File: src/hw/rtl/dspq_pkg.sv
// Shared types and constants for the dock status poll qualifier.
`timescale 1ns / 1ps

package dspq_pkg;

    // Defaults for the top-level parameters
    localparam int DEBOUNCE_TICKS_DEF = 5;
    localparam int CYCLE_TICKS_DEF    = 10;

    // Configuration port
    localparam int CFG_IDX_W  = 3;
    localparam int CFG_DATA_W = 8;

    typedef enum logic [CFG_IDX_W-1:0] {
        CFG_SHUTDOWN_TO_MAIN   = 3'd0,
        CFG_SECURE_RESET_EN    = 3'd1,
        CFG_DOCK_RXD_DETECT    = 3'd2,
        CFG_IPOD_LINE_PRESENT  = 3'd3,
        CFG_TMC_LINE_PRESENT   = 3'd4,
        CFG_IGNITION_HOLD      = 3'd5,
        CFG_BUTTON_HOLD        = 3'd6,
        CFG_SECURE_RESET_TICKS = 3'd7
    } t_cfg_idx;

    localparam logic [CFG_DATA_W-1:0] IGN_HOLD_RST  = 8'd25;
    localparam logic [CFG_DATA_W-1:0] BTN_HOLD_RST  = 8'd2;
    localparam logic [CFG_DATA_W-1:0] SRST_HOLD_RST = 8'd50;

    // Hold timers: 9 bits, all ones means idle
    localparam int TMR_W = 9;
    localparam logic [TMR_W-1:0] TMR_IDLE = '1;

    // Status word
    localparam int FLAGS_W  = 14;
    localparam int NUM_LINES = 3;

    // Host operation bits
    localparam int OP_CLR_ONOFF  = 0;
    localparam int OP_ACK_CHANGE = 1;
    localparam int OP_ACK_DISK   = 2;
    localparam int OP_PWR_CYCLE  = 3;

    // Line indices
    localparam int LINE_IPOD = 0;
    localparam int LINE_TMC  = 1;
    localparam int LINE_DOCK = 2;

    typedef struct packed {
        logic       dock_power_avail;
        logic [5:0] accessory_levels;
        logic       low_vcc_peak;
        logic       low_vcc_level;
        logic [2:0] rxd_levels;
        logic [2:0] break_seen;
        logic       car_docked;
        logic       ext_power;
        logic       button_level;
        logic       hdd_led;
        logic [3:0] host_ops;
        logic [7:0] dock_state_in;
    } t_item;

    typedef struct packed {
        logic [FLAGS_W-1:0] status_flags;
        logic [7:0]         dock_state_out;
        logic               status_changed;
        logic               disk_access_started;
        logic               dock_power_drive;
        logic               secure_reset_request;
    } t_result;

    // Control of one hold timer for one tick
    typedef struct packed {
        logic load;       // reload from the hold value
        logic stop;       // force idle
        logic run;        // count down
        logic fire_idle;  // an idle timer fires while running
    } t_tmr_ctl;

endpackage

File: src/hw/rtl/dspq_in_if.sv
// Poll tick channel: valid/ready plus the tick fields.
`timescale 1ns / 1ps

interface dspq_in_if;
    logic       valid;
    logic       ready;
    logic       dock_power_avail;
    logic [5:0] accessory_levels;
    logic       low_vcc_peak;
    logic       low_vcc_level;
    logic [2:0] rxd_levels;
    logic [2:0] break_seen;
    logic       car_docked;
    logic       ext_power;
    logic       button_level;
    logic       hdd_led;
    logic [3:0] host_ops;
    logic [7:0] dock_state_in;

    modport source (
        output valid, dock_power_avail, accessory_levels, low_vcc_peak, low_vcc_level,
               rxd_levels, break_seen, car_docked, ext_power, button_level, hdd_led,
               host_ops, dock_state_in,
        input  ready
    );

    modport sink (
        input  valid, dock_power_avail, accessory_levels, low_vcc_peak, low_vcc_level,
               rxd_levels, break_seen, car_docked, ext_power, button_level, hdd_led,
               host_ops, dock_state_in,
        output ready
    );
endinterface

File: src/hw/rtl/dspq_out_if.sv
// Status result channel: valid/ready plus the result fields.
`timescale 1ns / 1ps

interface dspq_out_if;
    logic        valid;
    logic        ready;
    logic [13:0] status_flags;
    logic [7:0]  dock_state_out;
    logic        status_changed;
    logic        disk_access_started;
    logic        dock_power_drive;
    logic        secure_reset_request;

    modport source (
        output valid, status_flags, dock_state_out, status_changed, disk_access_started,
               dock_power_drive, secure_reset_request,
        input  ready
    );

    modport sink (
        input  valid, status_flags, dock_state_out, status_changed, disk_access_started,
               dock_power_drive, secure_reset_request,
        output ready
    );
endinterface

File: src/hw/rtl/dspq_line_qual.sv
// RXD line connection qualifier: high/low tick debounce with break disconnect.
`timescale 1ns / 1ps

module dspq_line_qual #(
    parameter int DEBOUNCE_TICKS = dspq_pkg::DEBOUNCE_TICKS_DEF
) (
    input  logic i_clk,
    input  logic i_rst_n,
    input  logic i_step,
    input  logic i_en,
    input  logic i_force,
    input  logic i_level,
    input  logic i_brk,
    output logic o_conn,
    output logic o_conn_next
);
    localparam int LO_W = $clog2(DEBOUNCE_TICKS + 2);
    localparam int HI_W = $clog2(DEBOUNCE_TICKS + 1);
    localparam logic [LO_W-1:0] LoMax = LO_W'(DEBOUNCE_TICKS);
    localparam logic [HI_W-1:0] HiMax = HI_W'(DEBOUNCE_TICKS);

    logic            r_conn, n_conn;
    logic [LO_W-1:0] r_lo, n_lo, lo_inc;
    logic [HI_W-1:0] r_hi, n_hi;

    always_comb begin
        n_conn = r_conn;
        n_lo   = r_lo;
        n_hi   = r_hi;
        // low count saturates one past the debounce limit
        lo_inc = (r_lo <= LoMax) ? r_lo + LO_W'(1) : r_lo;
        if (i_force) begin
            n_conn = 1'b1;
        end else if (i_en) begin
            if (r_conn) begin
                if (i_brk) begin
                    if (!i_level) begin
                        n_conn = 1'b0;
                    end
                end else if (!i_level) begin
                    n_lo = lo_inc;
                    if (lo_inc > LoMax) begin
                        n_conn = 1'b0;
                    end
                end else begin
                    n_lo = '0;
                end
            end else begin
                if (!i_level) begin
                    n_hi = '0;
                end else if (r_hi < HiMax) begin
                    n_hi = r_hi + HI_W'(1);
                end else begin
                    n_conn = 1'b1;
                end
            end
        end
    end

    always_ff @(posedge i_clk) begin
        if (!i_rst_n) begin
            r_conn <= 1'b0;
            r_lo   <= '0;
            r_hi   <= '0;
        end else if (i_step) begin
            r_conn <= n_conn;
            r_lo   <= n_lo;
            r_hi   <= n_hi;
        end
    end

    assign o_conn      = r_conn;
    assign o_conn_next = n_conn;
endmodule

File: src/hw/rtl/dspq_hold_timer.sv
// Reloadable hold countdown with an idle code; fires when it runs out, or while idle if fire_idle is set.
`timescale 1ns / 1ps

module dspq_hold_timer (
    input  logic                          i_clk,
    input  logic                          i_rst_n,
    input  logic                          i_step,
    input  dspq_pkg::t_tmr_ctl            i_ctl,
    input  logic [dspq_pkg::CFG_DATA_W-1:0] i_load_val,
    output logic                          o_fire
);
    import dspq_pkg::*;

    logic [TMR_W-1:0] r_cnt, n_cnt;

    always_comb begin
        n_cnt  = r_cnt;
        o_fire = 1'b0;
        if (i_ctl.load) begin
            n_cnt = TMR_W'(i_load_val);
        end else if (i_ctl.stop) begin
            n_cnt = TMR_IDLE;
        end else if (i_ctl.run) begin
            if (r_cnt == TMR_IDLE) begin
                o_fire = i_ctl.fire_idle;
            end else if (r_cnt != '0) begin
                n_cnt = r_cnt - TMR_W'(1);
            end else begin
                n_cnt  = TMR_IDLE;
                o_fire = 1'b1;
            end
        end
    end

    always_ff @(posedge i_clk) begin
        if (!i_rst_n) begin
            r_cnt <= TMR_IDLE;
        end else if (i_step) begin
            r_cnt <= n_cnt;
        end
    end
endmodule

File: src/hw/rtl/dock_status_poll_qualifier_core.sv
// Top level of the dock status poll qualifier: tick register, status update, result register.
// Path: a transferred tick is held in the tick register, and its result is loaded into the
//   result register when the tick advances, from where the result can transfer.
// Throughput: one tick per cycle; the output register lets the next tick in while a
//   result waits, the input register stalls only while the output is held.
// Reset: synchronous, active low; status, line counters, latches clear, hold timers go
//   idle, dock power drive comes up enabled, registers take their documented values.
`timescale 1ns / 1ps

module dock_status_poll_qualifier_core #(
    parameter int DEBOUNCE_TICKS = dspq_pkg::DEBOUNCE_TICKS_DEF,  // 1..7
    parameter int CYCLE_TICKS    = dspq_pkg::CYCLE_TICKS_DEF      // 1..15
) (
    input  logic                            i_clk,
    input  logic                            i_rst_n,
    dspq_in_if.sink                         i_item,
    dspq_out_if.source                      o_result,
    input  logic                            i_cfg_we,
    input  logic [dspq_pkg::CFG_IDX_W-1:0]  i_cfg_idx,
    input  logic [dspq_pkg::CFG_DATA_W-1:0] i_cfg_wdata
);
    import dspq_pkg::*;

    localparam int PC_W = $clog2(CYCLE_TICKS + 1);
    localparam logic [PC_W-1:0] CycleLoad = PC_W'(CYCLE_TICKS);

    // ---------------------------------------------------------------- config
    logic                  r_cfg_main, r_cfg_srst_en, r_cfg_dock_det;
    logic                  r_cfg_ipod, r_cfg_tmc;
    logic [CFG_DATA_W-1:0] r_cfg_ign_ticks, r_cfg_btn_ticks, r_cfg_srst_ticks;

    always_ff @(posedge i_clk) begin
        if (!i_rst_n) begin
            r_cfg_main       <= 1'b0;
            r_cfg_srst_en    <= 1'b0;
            r_cfg_dock_det   <= 1'b0;
            r_cfg_ipod       <= 1'b0;
            r_cfg_tmc        <= 1'b0;
            r_cfg_ign_ticks  <= IGN_HOLD_RST;
            r_cfg_btn_ticks  <= BTN_HOLD_RST;
            r_cfg_srst_ticks <= SRST_HOLD_RST;
        end else if (i_cfg_we) begin
            unique case (t_cfg_idx'(i_cfg_idx))
                CFG_SHUTDOWN_TO_MAIN:   r_cfg_main       <= i_cfg_wdata[0];
                CFG_SECURE_RESET_EN:    r_cfg_srst_en    <= i_cfg_wdata[0];
                CFG_DOCK_RXD_DETECT:    r_cfg_dock_det   <= i_cfg_wdata[0];
                CFG_IPOD_LINE_PRESENT:  r_cfg_ipod       <= i_cfg_wdata[0];
                CFG_TMC_LINE_PRESENT:   r_cfg_tmc        <= i_cfg_wdata[0];
                CFG_IGNITION_HOLD:      r_cfg_ign_ticks  <= i_cfg_wdata;
                CFG_BUTTON_HOLD:        r_cfg_btn_ticks  <= i_cfg_wdata;
                CFG_SECURE_RESET_TICKS: r_cfg_srst_ticks <= i_cfg_wdata;
                default:                r_cfg_main       <= r_cfg_main;
            endcase
        end
    end

    // ------------------------------------------------------- tick register
    // advance: the held tick is applied to the state and its result loaded
    logic  r_in_valid;
    t_item r_in;
    logic  advance;
    logic  r_out_valid;

    assign advance      = r_in_valid && (!r_out_valid || o_result.ready);
    assign i_item.ready = !r_in_valid || advance;

    always_ff @(posedge i_clk) begin
        if (!i_rst_n) begin
            r_in_valid <= 1'b0;
        end else if (i_item.ready) begin
            r_in_valid <= i_item.valid;
        end
    end

    always_ff @(posedge i_clk) begin
        if (i_item.valid && i_item.ready) begin
            r_in.dock_power_avail <= i_item.dock_power_avail;
            r_in.accessory_levels <= i_item.accessory_levels;
            r_in.low_vcc_peak     <= i_item.low_vcc_peak;
            r_in.low_vcc_level    <= i_item.low_vcc_level;
            r_in.rxd_levels       <= i_item.rxd_levels;
            r_in.break_seen       <= i_item.break_seen;
            r_in.car_docked       <= i_item.car_docked;
            r_in.ext_power        <= i_item.ext_power;
            r_in.button_level     <= i_item.button_level;
            r_in.hdd_led          <= i_item.hdd_led;
            r_in.host_ops         <= i_item.host_ops;
            r_in.dock_state_in    <= i_item.dock_state_in;
        end
    end

    // --------------------------------------------------- line qualifiers
    logic [NUM_LINES-1:0] line_en, line_force, line_conn, line_next;

    assign line_en    = {r_cfg_dock_det, r_cfg_tmc, r_cfg_ipod};
    // without a dock RXD detect the dock line reads as connected
    assign line_force = {!r_cfg_dock_det, 1'b0, 1'b0};

    for (genvar g = 0; g < NUM_LINES; g++) begin : g_line
        dspq_line_qual #(
            .DEBOUNCE_TICKS (DEBOUNCE_TICKS)
        ) u_line (
            .i_clk       (i_clk),
            .i_rst_n     (i_rst_n),
            .i_step      (advance),
            .i_en        (line_en[g]),
            .i_force     (line_force[g]),
            .i_level     (r_in.rxd_levels[g]),
            .i_brk       (r_in.break_seen[g]),
            .o_conn      (line_conn[g]),
            .o_conn_next (line_next[g])
        );
    end

    // -------------------------------------------------------- hold timers
    t_tmr_ctl ign_ctl, btn_ctl, srst_ctl;
    logic     ign_fire, btn_fire, srst_fire;

    // ignition: reload while external power present in the dock, idle out of dock
    assign ign_ctl.load      = r_in.car_docked && r_in.ext_power;
    assign ign_ctl.stop      = !r_in.car_docked;
    assign ign_ctl.run       = r_in.car_docked && !r_in.ext_power;
    assign ign_ctl.fire_idle = 1'b0;

    assign btn_ctl.load      = !r_in.button_level;
    assign btn_ctl.stop      = 1'b0;
    assign btn_ctl.run       = r_in.button_level;
    assign btn_ctl.fire_idle = 1'b0;

    // secure reset keeps requesting while the button stays held after expiry
    assign srst_ctl.load      = r_cfg_srst_en && !r_in.button_level;
    assign srst_ctl.stop      = 1'b0;
    assign srst_ctl.run       = r_cfg_srst_en && r_in.button_level;
    assign srst_ctl.fire_idle = 1'b1;

    dspq_hold_timer u_ign_tmr (
        .i_clk      (i_clk),
        .i_rst_n    (i_rst_n),
        .i_step     (advance),
        .i_ctl      (ign_ctl),
        .i_load_val (r_cfg_ign_ticks),
        .o_fire     (ign_fire)
    );

    dspq_hold_timer u_btn_tmr (
        .i_clk      (i_clk),
        .i_rst_n    (i_rst_n),
        .i_step     (advance),
        .i_ctl      (btn_ctl),
        .i_load_val (r_cfg_btn_ticks),
        .o_fire     (btn_fire)
    );

    dspq_hold_timer u_srst_tmr (
        .i_clk      (i_clk),
        .i_rst_n    (i_rst_n),
        .i_step     (advance),
        .i_ctl      (srst_ctl),
        .i_load_val (r_cfg_srst_ticks),
        .o_fire     (srst_fire)
    );

    // ------------------------------------------------------ status update
    logic [7:0]        r_flags_lo, n_flags_lo;
    logic              r_main, n_main;
    logic              r_onoff, n_onoff;
    logic              r_dock_onoff, n_dock_onoff;
    logic              r_changed, n_changed;
    logic              r_disk_prev, n_disk_prev;
    logic              r_disk_started, n_disk_started;
    logic [PC_W-1:0]   r_pc_cnt, n_pc_cnt, pc_loaded;
    logic              r_drive, n_drive;
    logic [FLAGS_W-1:0] flags_old, flags_new;

    always_comb begin
        // host operations act first, so a change in the same tick latches again
        n_onoff        = r_onoff && !r_in.host_ops[OP_CLR_ONOFF];
        n_changed      = r_changed && !r_in.host_ops[OP_ACK_CHANGE];
        n_disk_started = r_disk_started && !r_in.host_ops[OP_ACK_DISK];
        pc_loaded      = r_in.host_ops[OP_PWR_CYCLE] ? CycleLoad : r_pc_cnt;

        // dock power drive only moves while dock supply is present
        n_drive  = r_in.dock_power_avail ? (pc_loaded == '0) : r_drive;
        n_pc_cnt = (pc_loaded != '0) ? pc_loaded - PC_W'(1) : pc_loaded;

        n_flags_lo   = {r_in.low_vcc_level, r_in.low_vcc_peak, r_in.accessory_levels};
        n_main       = r_in.car_docked && r_in.ext_power;
        n_onoff      = n_onoff || (ign_fire && r_cfg_main) || btn_fire;
        n_dock_onoff = r_dock_onoff || (ign_fire && !r_cfg_main);

        n_disk_started = n_disk_started || (r_in.hdd_led && !r_disk_prev);
        n_disk_prev    = r_in.hdd_led;

        flags_old = {r_dock_onoff, r_onoff, r_main, line_conn, r_flags_lo};
        flags_new = {n_dock_onoff, n_onoff, n_main, line_next, n_flags_lo};
        n_changed = n_changed || (flags_new != flags_old);
    end

    always_ff @(posedge i_clk) begin
        if (!i_rst_n) begin
            r_flags_lo     <= '0;
            r_main         <= 1'b0;
            r_onoff        <= 1'b0;
            r_dock_onoff   <= 1'b0;
            r_changed      <= 1'b0;
            r_disk_prev    <= 1'b0;
            r_disk_started <= 1'b0;
            r_pc_cnt       <= '0;
            r_drive        <= 1'b1;
        end else if (advance) begin
            r_flags_lo     <= n_flags_lo;
            r_main         <= n_main;
            r_onoff        <= n_onoff;
            r_dock_onoff   <= n_dock_onoff;
            r_changed      <= n_changed;
            r_disk_prev    <= n_disk_prev;
            r_disk_started <= n_disk_started;
            r_pc_cnt       <= n_pc_cnt;
            r_drive        <= n_drive;
        end
    end

    // ---------------------------------------------------- result register
    t_result r_out;

    always_ff @(posedge i_clk) begin
        if (!i_rst_n) begin
            r_out_valid <= 1'b0;
        end else if (advance) begin
            r_out_valid <= 1'b1;
        end else if (o_result.ready) begin
            r_out_valid <= 1'b0;
        end
    end

    always_ff @(posedge i_clk) begin
        if (advance) begin
            r_out.status_flags         <= flags_new;
            r_out.dock_state_out       <= r_in.dock_state_in;
            r_out.status_changed       <= n_changed;
            r_out.disk_access_started  <= n_disk_started;
            r_out.dock_power_drive     <= n_drive;
            r_out.secure_reset_request <= srst_fire;
        end
    end

    assign o_result.valid                = r_out_valid;
    assign o_result.status_flags         = r_out.status_flags;
    assign o_result.dock_state_out       = r_out.dock_state_out;
    assign o_result.status_changed       = r_out.status_changed;
    assign o_result.disk_access_started  = r_out.disk_access_started;
    assign o_result.dock_power_drive     = r_out.dock_power_drive;
    assign o_result.secure_reset_request = r_out.secure_reset_request;
endmodule

File: src/flat_wrapper.sv
// flat-port wrapper written by rule: the top's interface ports become plain ports
module dock_status_poll_qualifier_core_flat import dspq_pkg::*;
#(
    parameter int DEBOUNCE_TICKS = dspq_pkg::DEBOUNCE_TICKS_DEF,         
    parameter int CYCLE_TICKS    = dspq_pkg::CYCLE_TICKS_DEF              
)
  (i_clk, i_rst_n, i_cfg_we, i_cfg_idx, i_cfg_wdata, i_item_valid, i_item_dock_power_avail, i_item_accessory_levels, i_item_low_vcc_peak, i_item_low_vcc_level, i_item_rxd_levels, i_item_break_seen, i_item_car_docked, i_item_ext_power, i_item_button_level, i_item_hdd_led, i_item_host_ops, i_item_dock_state_in, i_item_ready, o_result_valid, o_result_status_flags, o_result_dock_state_out, o_result_status_changed, o_result_disk_access_started, o_result_dock_power_drive, o_result_secure_reset_request, o_result_ready);
  dspq_in_if i_item_i ();
  dspq_out_if o_result_i ();
  input  logic i_clk;
  input  logic i_rst_n;
  input  logic i_cfg_we;
  input  logic [dspq_pkg::CFG_IDX_W-1:0] i_cfg_idx;
  input  logic [dspq_pkg::CFG_DATA_W-1:0] i_cfg_wdata;
  input wire logic [$bits(i_item_i.valid)-1:0] i_item_valid;
  input wire logic [$bits(i_item_i.dock_power_avail)-1:0] i_item_dock_power_avail;
  input wire logic [$bits(i_item_i.accessory_levels)-1:0] i_item_accessory_levels;
  input wire logic [$bits(i_item_i.low_vcc_peak)-1:0] i_item_low_vcc_peak;
  input wire logic [$bits(i_item_i.low_vcc_level)-1:0] i_item_low_vcc_level;
  input wire logic [$bits(i_item_i.rxd_levels)-1:0] i_item_rxd_levels;
  input wire logic [$bits(i_item_i.break_seen)-1:0] i_item_break_seen;
  input wire logic [$bits(i_item_i.car_docked)-1:0] i_item_car_docked;
  input wire logic [$bits(i_item_i.ext_power)-1:0] i_item_ext_power;
  input wire logic [$bits(i_item_i.button_level)-1:0] i_item_button_level;
  input wire logic [$bits(i_item_i.hdd_led)-1:0] i_item_hdd_led;
  input wire logic [$bits(i_item_i.host_ops)-1:0] i_item_host_ops;
  input wire logic [$bits(i_item_i.dock_state_in)-1:0] i_item_dock_state_in;
  output wire logic [$bits(i_item_i.ready)-1:0] i_item_ready;
  output wire logic [$bits(o_result_i.valid)-1:0] o_result_valid;
  output wire logic [$bits(o_result_i.status_flags)-1:0] o_result_status_flags;
  output wire logic [$bits(o_result_i.dock_state_out)-1:0] o_result_dock_state_out;
  output wire logic [$bits(o_result_i.status_changed)-1:0] o_result_status_changed;
  output wire logic [$bits(o_result_i.disk_access_started)-1:0] o_result_disk_access_started;
  output wire logic [$bits(o_result_i.dock_power_drive)-1:0] o_result_dock_power_drive;
  output wire logic [$bits(o_result_i.secure_reset_request)-1:0] o_result_secure_reset_request;
  input wire logic [$bits(o_result_i.ready)-1:0] o_result_ready;
  assign i_item_i.valid = i_item_valid;
  assign i_item_i.dock_power_avail = i_item_dock_power_avail;
  assign i_item_i.accessory_levels = i_item_accessory_levels;
  assign i_item_i.low_vcc_peak = i_item_low_vcc_peak;
  assign i_item_i.low_vcc_level = i_item_low_vcc_level;
  assign i_item_i.rxd_levels = i_item_rxd_levels;
  assign i_item_i.break_seen = i_item_break_seen;
  assign i_item_i.car_docked = i_item_car_docked;
  assign i_item_i.ext_power = i_item_ext_power;
  assign i_item_i.button_level = i_item_button_level;
  assign i_item_i.hdd_led = i_item_hdd_led;
  assign i_item_i.host_ops = i_item_host_ops;
  assign i_item_i.dock_state_in = i_item_dock_state_in;
  assign i_item_ready = i_item_i.ready;
  assign o_result_valid = o_result_i.valid;
  assign o_result_status_flags = o_result_i.status_flags;
  assign o_result_dock_state_out = o_result_i.dock_state_out;
  assign o_result_status_changed = o_result_i.status_changed;
  assign o_result_disk_access_started = o_result_i.disk_access_started;
  assign o_result_dock_power_drive = o_result_i.dock_power_drive;
  assign o_result_secure_reset_request = o_result_i.secure_reset_request;
  assign o_result_i.ready = o_result_ready;
  dock_status_poll_qualifier_core #(.DEBOUNCE_TICKS(DEBOUNCE_TICKS), .CYCLE_TICKS(CYCLE_TICKS)) u_core (.i_clk(i_clk), .i_rst_n(i_rst_n), .i_item(i_item_i), .o_result(o_result_i), .i_cfg_we(i_cfg_we), .i_cfg_idx(i_cfg_idx), .i_cfg_wdata(i_cfg_wdata));
endmodule
File: config.mk
export PLATFORM = sky130hd
export DESIGN_NAME = dock_status_poll_qualifier_core_flat
export DESIGN_NICKNAME = d
export VERILOG_FILES = /design/src/hw/rtl/dspq_pkg.sv /design/src/hw/rtl/dspq_in_if.sv /design/src/hw/rtl/dspq_out_if.sv /design/src/hw/rtl/dspq_line_qual.sv /design/src/hw/rtl/dspq_hold_timer.sv /design/src/hw/rtl/dock_status_poll_qualifier_core.sv /design/src/flat_wrapper.sv
export SDC_FILE = /design/constraint.sdc
export NUM_CORES = 1
export LEC_CHECK = 0
export BUFFER_PORTS_ARGS = -buffer_cell sky130_fd_sc_hd__buf_2
export CORE_UTILIZATION = 54
export CTS_CLUSTER_SIZE = 30
export DETAILED_ROUTE_END_ITERATION = 12
export PLACE_DENSITY_LB_ADDON = 0.15
export SETUP_SLACK_MARGIN = 0.2
export SLEW_MARGIN = 15
export SYNTH_ARGS = -nofsm -noshare
export SYNTH_HDL_FRONTEND = slang
export SYNTH_SLANG_ARGS = --single-unit
File: constraint.sdc
create_clock -name i_clk -period 3.9 [get_ports i_clk]
set_input_delay 0.39 -clock i_clk [delete_from_list [all_inputs] [get_ports i_clk]]
set_output_delay 0.39 -clock i_clk [all_outputs]
set_load 0.02 [all_outputs]
==> impl_metrics.yaml, run 1 <==
job:
  max_cap_violations: 0
power_and_ir_drop:
  leakage_nw: 3.13
  peakVddDrop_v: 0.000454
  powerDensity_mw_per_mm2: 478
worst_setup_path:
  critPathCaptureType: "register"
  cp-start-kind: "register"
  critPathRequiredTime_ns: 4.25
  worstSetupPathType: "register to register"
  cp_data_arrival_time_ns: 2.52
  worstPathMaxFanout: 35
run_status:
  outcome: "finished, final reports clean"
timing:
  setup_viol: 0
  hold_viol: 0
  tns_ns: 0
  worst_slack_ns: 1.73
  fin_crit_sh_pct: 55.6
  drv_slew: 0
  tightest_slew_ns: 1.04
  fin_crit_ns: 2.17
  slew_headroom_pct: 29.9
  hold_slack_ns: 0.135
  fmax_mhz: 462
  rsz0062_at_grt: "no"
  fin_worst_skew_ns: 0.00798
routing:
  vias: 5499
  routedWlPerCell_um: 15.2
  drc_errors: 0
  first_pass_iters: 5
  drt-total-wl_um: 14900
  via_per_inst: 5.62
  drtAntennaViolNets: 0
  drt_iter0_drc: 324
cts:
  cts_buffer_depth: 2
  cts-root-buf: "clkbuf_16"
  h-tree-depth: 4
  clock-sinks: 155
  clock_latency_ns: 0.42
  cts_setup_buffers: 0
  hold_buffers: 0
  clk_pin_slew_ns: 0.06
  cts_made_buffers: 17
  post_cts_resized: 0
  tritoncts: "built"
global_routing:
  antenna_found_initial: 1
  track_usage_pct: 24.1
  grt_pass1_wl_um: 24600
  grt_max_degree: 43
  grt-ovfl-total: 0
  grt_pass1_vias: 5318
synth:
  async_reset_ff_share_pct: 0
  yosysSeqAreaShare_pct: 53.8
  synth_edf_count: 57
  synthFlopType: "dfxtp_1"
  synthesis.nets: 795
  yosys_warnings: 0
  yosysMostFrequentCell: "nand2_1"
  ys_types: 63
  synthTopCellsByArea: "dfxtp_1 29%, edfxtp_1 25%, nand2_1 7.1%"
  syn_inst: 731
  postSynthAreaPerCell_um2: 9.34
  syn_area_mm2: 0.00683
  synth_common_cells: "130 x nand2_1, 98 x dfxtp_1, 75 x a21oi_1"
  synth_seq_cells: 155
  yosys.area.top_type_share_pct: 28.7
  synth_top_area_cell: "dfxtp_1"
final_layout:
  nNetsFinal: 861
  diodes: 0
  area_delta_synth_final_pct: 16.5
  ff_latch_area_mm2: 0.00367
  nFillCells: 1005
  multi_input_area_mm2: 0.00290
  drive_gt1_share_pct: 16.4
placement:
  dpl.hpwl_um: 10300
  place_ws_ns: 1.54
  port_buffers: 74
  routabilityCongestion: 0.871
floorplanning:
  rows: 40
  die_area_mm2: 0.0131
  core-area_mm2: 0.0122
  initial_core_util_pct: 56.1
  io_pins: 75
  die_w_um: 114
  die_y_um: 114
hold_path:
  min_path_type: "input pin to register"
worst max-delay path: stages (launching register included):
cell and delay (ns):
dfxtp_1 0.32, nand2b_1 0.08, nand2_1 0.05, buf_4 0.21, inv_2 0.52, nand4_1 0.34
a2111o_1 0.46, a21oi_1 0.12
sequential cells by signal, indices dropped and copies added (netlist names), 9 cells and up:
register / cells
u_core.g_line.u_line.r_hi: 9
u_core.o_result.status_flags: 14
u_core.g_line.u_line.r_lo: 9
u_core.u_btn_tmr.r_cnt: 9
u_core.u_ign_tmr.r_cnt: 9
u_core.r_in: 21
u_core.u_srst_tmr.r_cnt: 9
logic make-up after synthesis:
family | after synthesis | share of synthesized area [%]
compound gates | 186 | 16.9
simple gates | 287 | 19.4
mux | 9 | 1.36
fa+ha+maj | 17 | 3.12
buf+inv | 64 | 3.70
xor+xnor | 13 | 1.67
flops | 155 | 53.8
final cells by class:
type / instances / area share [%]
clock inverter: 14 / 2.60
tap: 168 / 2.64
timing repair buffer: 80 / 5.23
sequential: 155 / 46.2
multi-input combinational: 512 / 36.5
clock buffer: 18 / 5.40
inverter: 31 / 1.46
final timing paths:
kind	from	depth (start not counted)	slack [ns]	to
setup / recovery	u_core.o_result.valid	7	1.73	u_core.g_line[2].u_line.r_lo[1]
hold / removal	i_item_dock_state_in[3]	1	0.14	u_core.r_in[3]
setup reg to reg	u_core.o_result.valid	7	1.73	u_core.g_line[2].u_line.r_lo[1]
hold reg to reg	u_core.r_in[6]	0	0.42	u_core.o_result.dock_state_out[6]
placed cells by master (no fill, tap or decap), types with 4 or more instances in the layout:
cell	synthesis	routed
nand2_1	130	130
dfxtp_1	98	98
a21oi_1	75	75
buf_2	4	74
nor2_1	65	65
edfxtp_1	57	57
inv_1	30	30
o21ai_0	29	29
nand3_1	20	20
o22ai_1	18	18
ha_1	17	17
clkbuf_16	0	17
a31oi_1	15	15
o211ai_1	15	15
nor3_1	13	13
xor2_1	10	10
nand2b_1	9	9
nand4_1	7	7
mux2i_1	7	7
nand4b_1	6	6
or2_2	6	6
buf_4	0	6
nor2b_1	5	5
nor4_1	5	5
inv_6	0	5
a211oi_1	4	4
and2_1	4	4
bufinv_16	0	4
report_power, final:
group          total, W  internal, W  switching, W
clock network   0.00177      0.00109      0.000684
registers       0.00180      0.00174     0.0000522
logic          0.000233    0.0000877      0.000145
per-stage QoR:
step / util [%] / cells / area, um2 / total power [W]
after floorplan: - / 731 / 6830 / 0.00197
after global placement: 60.1 / 946 / 7310 / 0.00205
after detailed placement: 60.1 / 946 / 7310 / 0.00206
after CTS: 65.4 / 978 / 7950 / 0.00383
after global routing: 65.4 / 978 / 7950 / 0.00394
final: 65.4 / 978 / 7950 / 0.00380
routing by layer:
layer,global-route usage [%],vias to the layer above,wire (um)
met4,7.97,2,209
met1,29.6,2597,6600
met5,0,-,8
li1,-,2741,-
met2,41.6,138,7430
met3,5.88,21,643
Note: power is estimated with default switching activity, not from simulation.
==> inputs of run 2 (changes only) <==
clock period = 2.26 ns   (was 3.9 ns; I/O delays follow)
==> run 2 against run 1 <==
Net effect: count of clock-buffer cells in the layout unchanged; critical path depth unchanged; total power increased by 66%; clock power increased by 54%; flip-flop and latch count unchanged; maximum frequency increased by 11%; global-route usage increased by 1.9 points; combinational power increased by 100%; sequential share of layout area decreased by 2.0 points; register-to-register slack got worse by 1.4 ns; non-clock buffer count increased by 44; largest cell class unchanged; highest routed layer is now met4.
==> impl_metrics.yaml, run 2 (same netlist as run 1, synthesis figures left out) <==
run_status:
  outcome: "finished, final reports clean"
power_and_ir_drop:
  leakage_nw: 3.29
  powerDensity_mw_per_mm2: 757
  sw_frac_of_total_pct: 24.7
  pwr-share-comb_pct: 7.5
  p_seq_share_pct: 49.1
  switchingPower_w: 0.00155
  power.share.clock_pct: 43.3
  peakVddDrop_v: 0.000761
  p_int_w: 0.00474
global_routing:
  grt_pass1_vias: 5495
  track_usage_pct: 25.9
  grt-ovfl-total: 0
  antenna_found_initial: 0
  grt_max_degree: 32
  grt_pass1_wl_um: 26100
final_layout:
  layout_commonest_cell: "nand2_1"
  multi_input_area_mm2: 0.00292
  largest_register_ff_count: 21
  nFillCells: 944
  drive_gt1_share_pct: 17.7
  area_delta_synth_final_pct: 21.9
  diodes: 0
  nNetsFinal: 905
  top_regs: "u_core.r_in x21, u_core.o_result.status_flags x14"
  ff_latch_area_mm2: 0.00368
  regMostFlops: "u_core.r_in"
  fin_cells: 1022
  final_cell_mix: "130 x nand2_1, 95 x dfxtp_1, 75 x a21oi_1"
floorplanning:
  die_y_um: 114
  initial_core_util_pct: 56.1
  core-area_mm2: 0.0122
  io_pins: 75
  die_area_mm2: 0.0131
  die_w_um: 114
  rows: 40
routing:
  drt_iter0_drc: 548
  vias: 5803
  drt-total-wl_um: 16000
  via_per_inst: 5.68
  drc_errors: 0
  first_pass_iters: 5
  routedWlPerCell_um: 15.6
  drtAntennaViolNets: 0
cts:
  cts_buffer_depth: 2
  clk_pin_slew_ns: 0.07
  cts-root-buf: "clkbuf_16"
  h-tree-depth: 4
  clock_latency_ns: 0.43
  clock-sinks: 155
  cts_made_buffers: 17
  tritoncts: "built"
worst_setup_path:
  critPathRequiredTime_ns: 2.44
  rr_endpoint: "u_core.o_result.status_changed"
  worstPathMaxFanout: 3
  critPathCaptureType: "register"
  ff2ff_path_depth: 7
  cp-start-kind: "register"
  r2r_slack_ns: 0.31
  cp_data_arrival_time_ns: 2.13
  worstSetupPathType: "register to register"
  r2r-start: "u_core.g_line[0].u_line.r_lo[0]"
timing:
  tns_ns: 0
  rsz0062_at_grt: "yes"
  slew_headroom_pct: 62.0
  hold_viol: 0
  fin_worst_skew_ns: 0.0124
  hold_slack_ns: 0.0690
  setup_viol: 0
  tightest_slew_ns: 0.569
  drv_slew: 0
  fin_crit_ns: 1.95
  fin_crit_sh_pct: 86.2
  fmax_mhz: 514
placement:
  routabilityCongestion: 0.881
  dpl.hpwl_um: 10500
  place_inst: 957
  port_buffers: 74
hold_path:
  min_path_type: "input pin to register"
  whs_path_depth: 3
  hold_end: "u_core.r_cfg_srst_ticks[4]"
  min_from: "i_cfg_wdata[4]"
job:
  max_cap_violations: 0
-- run 2: cell count changes in the layout (fill, tap and decap cells not counted), sizes merged --
| cell | delta |
|---|---|
| buf | +12 |
| inv | -4 |
| bufinv | -3 |
| clkinvlp | +2 |
| dlygate4sd3 | +32 |
| clkinv | +5 |
-- run 2: repair_timing --
item | 4_1_cts | 5_1_grt
endpoints found under the setup margin | 0 | 7
hold endpoints to repair | 32 | 0
hold buffers | 32 | 0
resized for setup | 0 | 6
buffers inserted | 0 | 1
-- run 2: layer usage --
metal,global-route usage [%],share of wire [%]
met5,0,0
met4,10.4,1.8
met3,6.30,4.9
met2,45.9,51
met1,30.2,42
-- run 2: area by class of cell --
type | count | area share, %
clock buffer | 18 | 5.16
clock inverter | 14 | 1.71
inverter | 31 | 1.40
multi-input combinational | 512 | 35.1
sequential | 155 | 44.2
tap | 168 | 2.53
timing repair buffer | 124 | 9.92
-- run 2: how the worst max path moves through the flow --
stage                                     from                        endpoint  slack (ns)  depth (start not counted)
6_report       u_core.g_line[0].u_line.r_lo[0]  u_core.o_result.status_changed        0.31                          7
3_5_place_dp         u_core.u_ign_tmr.r_cnt[0]                u_core.r_changed        0.26                          7
2_1_floorplan            u_core.o_result.valid               u_core.btn_ctl[1]        0.33                          3
4_1_cts              u_core.u_ign_tmr.r_cnt[0]                u_core.r_changed        0.25                          7
3_3_place_gp         u_core.u_ign_tmr.r_cnt[0]                u_core.r_changed        0.34                          7
5_1_grt             u_core.u_srst_tmr.r_cnt[0]      u_core.u_srst_tmr.r_cnt[2]        0.16                          7
-- run 2: power by group through the flow --
stage / Sequential (W) / Clock (W) / Combinational, W
6_report: 0.00309 / 0.00273 / 0.000473
5_1_grt: 0.00311 / 0.00290 / 0.000522
4_1_cts: 0.00309 / 0.00277 / 0.000470
3_5_place_dp: 0.00315 / 0 / 0.000425
3_3_place_gp: 0.00315 / 0 / 0.000411
2_1_floorplan: 0.00315 / 0 / 0.000257
-- run 2: critical path, stage by stage (launching register included) --
cell      delay [ns]
dfxtp_1         0.33
ha_1            0.33
nor2b_1         0.14
o21ai_0         0.14
a21oi_1         0.14
a311oi_2        0.30
and4b_1         0.26
nand2_1         0.05
-- run 2: metrics by stage --
stage / power [W] / worst slack, ns / util, % / cell area [um2]
global placement: 0.00356 / 0.342 / 60.8 / 7400
detailed placement: 0.00358 / 0.265 / 60.8 / 7400
floorplan: 0.00340 / 0.331 / - / 6830
global route: 0.00653 / 0.157 / 68.4 / 8320
CTS: 0.00633 / 0.254 / 68.2 / 8290
finish: 0.00630 / 0.313 / 68.4 / 8320
==> inputs of run 3 (changes only) <==
ABC_CLOCK_PERIOD_IN_PS = 2260   (was not set)
CORE_MARGIN = 2   (was not set)
==> run 3 against run 2 <==
Net effect: hold slack got worse by 0.0097 ns; count of clock-buffer cells in the layout unchanged; core utilization decreased by 1.5 points; combinational power about the same; die area increased by 3.5%; routed wire length decreased by 3.0%; flip-flop and latch count unchanged; clock power increased by 4%; critical path depth unchanged; via count decreased by 1.1%; sequential power about the same; register-to-register slack got worse by 0.03 ns; largest cell class unchanged; highest routed layer is now met5.
==> impl_metrics.yaml, run 3 (same netlist as run 1, synthesis figures left out) <==
floorplanning:
  rows: 41
  die_area_mm2: 0.0136
  die_y_um: 116
  io_pins: 75
  core-area_mm2: 0.0125
  die_w_um: 116
  initial_core_util_pct: 54.8
timing:
  slew_headroom_pct: 62.1
  tightest_slew_ns: 0.568
  fin_worst_skew_ns: 0.0107
  tns_ns: 0
  rsz0062_at_grt: "yes"
  drv_slew: 0
  hold_slack_ns: 0.0593
  fin_crit_sh_pct: 87.5
  setup_viol: 0
  fin_crit_ns: 1.98
  fmax_mhz: 506
  hold_viol: 0
power_and_ir_drop:
  peakVddDrop_v: 0.000761
  powerDensity_mw_per_mm2: 766
  leakage_nw: 3.30
worst_setup_path:
  cp-start-kind: "register"
  worst-path-stages: 7
  cp_data_arrival_time_ns: 2.34
  worstPathMaxFanout: 5
  critPathCaptureType: "register"
  path_delay_family: "compound AO/OA/AOI/OAI gates"
  critical_path.max_stage_delay_ns: 0.39
  critPathRequiredTime_ns: 2.62
  worstSetupPathType: "register to register"
  cpMaxStageDelayCell: "dfxtp_1"
  crit_buf_inv: 1
  critical_path.cell_chain: "inv_1 -> ha_1 -> nor4b_2 -> and3_1 -> a32oi_2 -> mux2_2 -> a31oi_1"
  ff2ff_path_depth: 7
cts:
  cts-root-buf: "clkbuf_16"
  tritoncts: "built"
  clock_latency_ns: 0.43
  cts_made_buffers: 17
  h-tree-depth: 4
  clock-sinks: 155
  cts_setup_buffers: 0
  cts_buffer_depth: 2
  clk_pin_slew_ns: 0.07
global_routing:
  track_usage_pct: 24.1
  grt_pass1_wl_um: 25300
  antenna_found_initial: 1
  grt_pass1_vias: 5368
  grt-ovfl-total: 0
  grt_max_degree: 43
routing:
  routedWlPerCell_um: 15.1
  dr_wl_met2_um: 7580
  drt_iter0_drc: 420
  via_per_inst: 5.61
  drc_errors: 0
  highest_layer: "met5"
  drt-total-wl_um: 15500
  drtAntennaViolNets: 0
  met1Wirelength_um: 6860
  first_pass_iters: 5
  wl_met3_um: 871
  vias: 5742
final_layout:
  final_cell_mix: "130 x nand2_1, 98 x dfxtp_1, 75 x a21oi_1"
  diodes: 0
  drive_gt1_share_pct: 17.4
  top_regs: "u_core.r_in x21, u_core.o_result.status_flags x14"
  layout_commonest_cell: "nand2_1"
  area_delta_synth_final_pct: 22.2
  nNetsFinal: 903
  regMostFlops: "u_core.r_in"
  largest_register_ff_count: 21
hold_path:
  whs_path_depth: 3
  min_path_type: "input pin to register"
placement:
  port_buffers: 74
  routabilityCongestion: 0.855
  dpl.hpwl_um: 10400
job:
  max_cap_violations: 0
run_status:
  outcome: "finished, final reports clean"
-- run 3: tightest hold or removal path: stages --
cell,delay (ns)
buf_2,0.11
nand2_1,0.05
nand3_1,0.07
-- run 3: routing by layer --
layer | up-vias | track usage, %
li1 | 2833 | -
met1 | 2711 | 31.4
met2 | 174 | 39.1
met3 | 22 | 6.64
met4 | 2 | 8.17
met5 | - | 0
-- run 3: where the power goes --
| part | internal [W] | leakage [nW] | switching [W] | total, W |
|---|---|---|---|---|
| Sequential | 0.00301 | 1.34 | 0.0000807 | 0.00309 |
| Combinational | 0.000200 | 1.68 | 0.000273 | 0.000472 |
| Clock | 0.00159 | 0.282 | 0.00124 | 0.00283 |
| Total | 0.00480 | 3.30 | 0.00159 | 0.00639 |
-- run 3: path summary, 6_finish.rpt --
path / start / to / slack, ns
worst min register to register: u_core.r_in[2] / u_core.o_result.dock_state_out[2] / 0.42
worst max register to register: u_core.u_ign_tmr.r_cnt[0] / u_core.r_changed / 0.28
worst max-delay path: u_core.u_ign_tmr.r_cnt[0] / u_core.r_changed / 0.28
worst min-delay path: i_cfg_wdata[3] / u_core.r_cfg_ign_ticks[3] / 0.06
-- run 3: cell type report --
cell class | count | area (um2)
fillers | 1019 | 4130
flip-flops and latches | 155 | 3670
multi-input cells | 512 | 2920
repair buffers | 122 | 823
clock buffers | 18 | 439
well taps | 172 | 215
clock inverters | 14 | 150
inverters | 31 | 116
-- run 3: repair_timing --
item | in CTS | in global routing
resized for setup | 0 | 4
endpoints found under the setup margin | 0 | 7
hold buffers | 32 | 0
endpoints found under the hold margin | 32 | 0
-- run 3: metrics by stage --
stage	instance area, um2	std cells	setup slack [ns]	total power (W)	utilization [%]
6_report	8340	1024	0.283	0.00639	66.9
3_3_place_gp	7410	960	0.333	0.00356	59.4
4_1_cts	8320	1024	0.201	0.00645	66.7
3_5_place_dp	7410	960	0.237	0.00357	59.4
5_1_grt	8340	1024	0.181	0.00662	66.9
2_1_floorplan	6830	731	0.331	0.00340	-
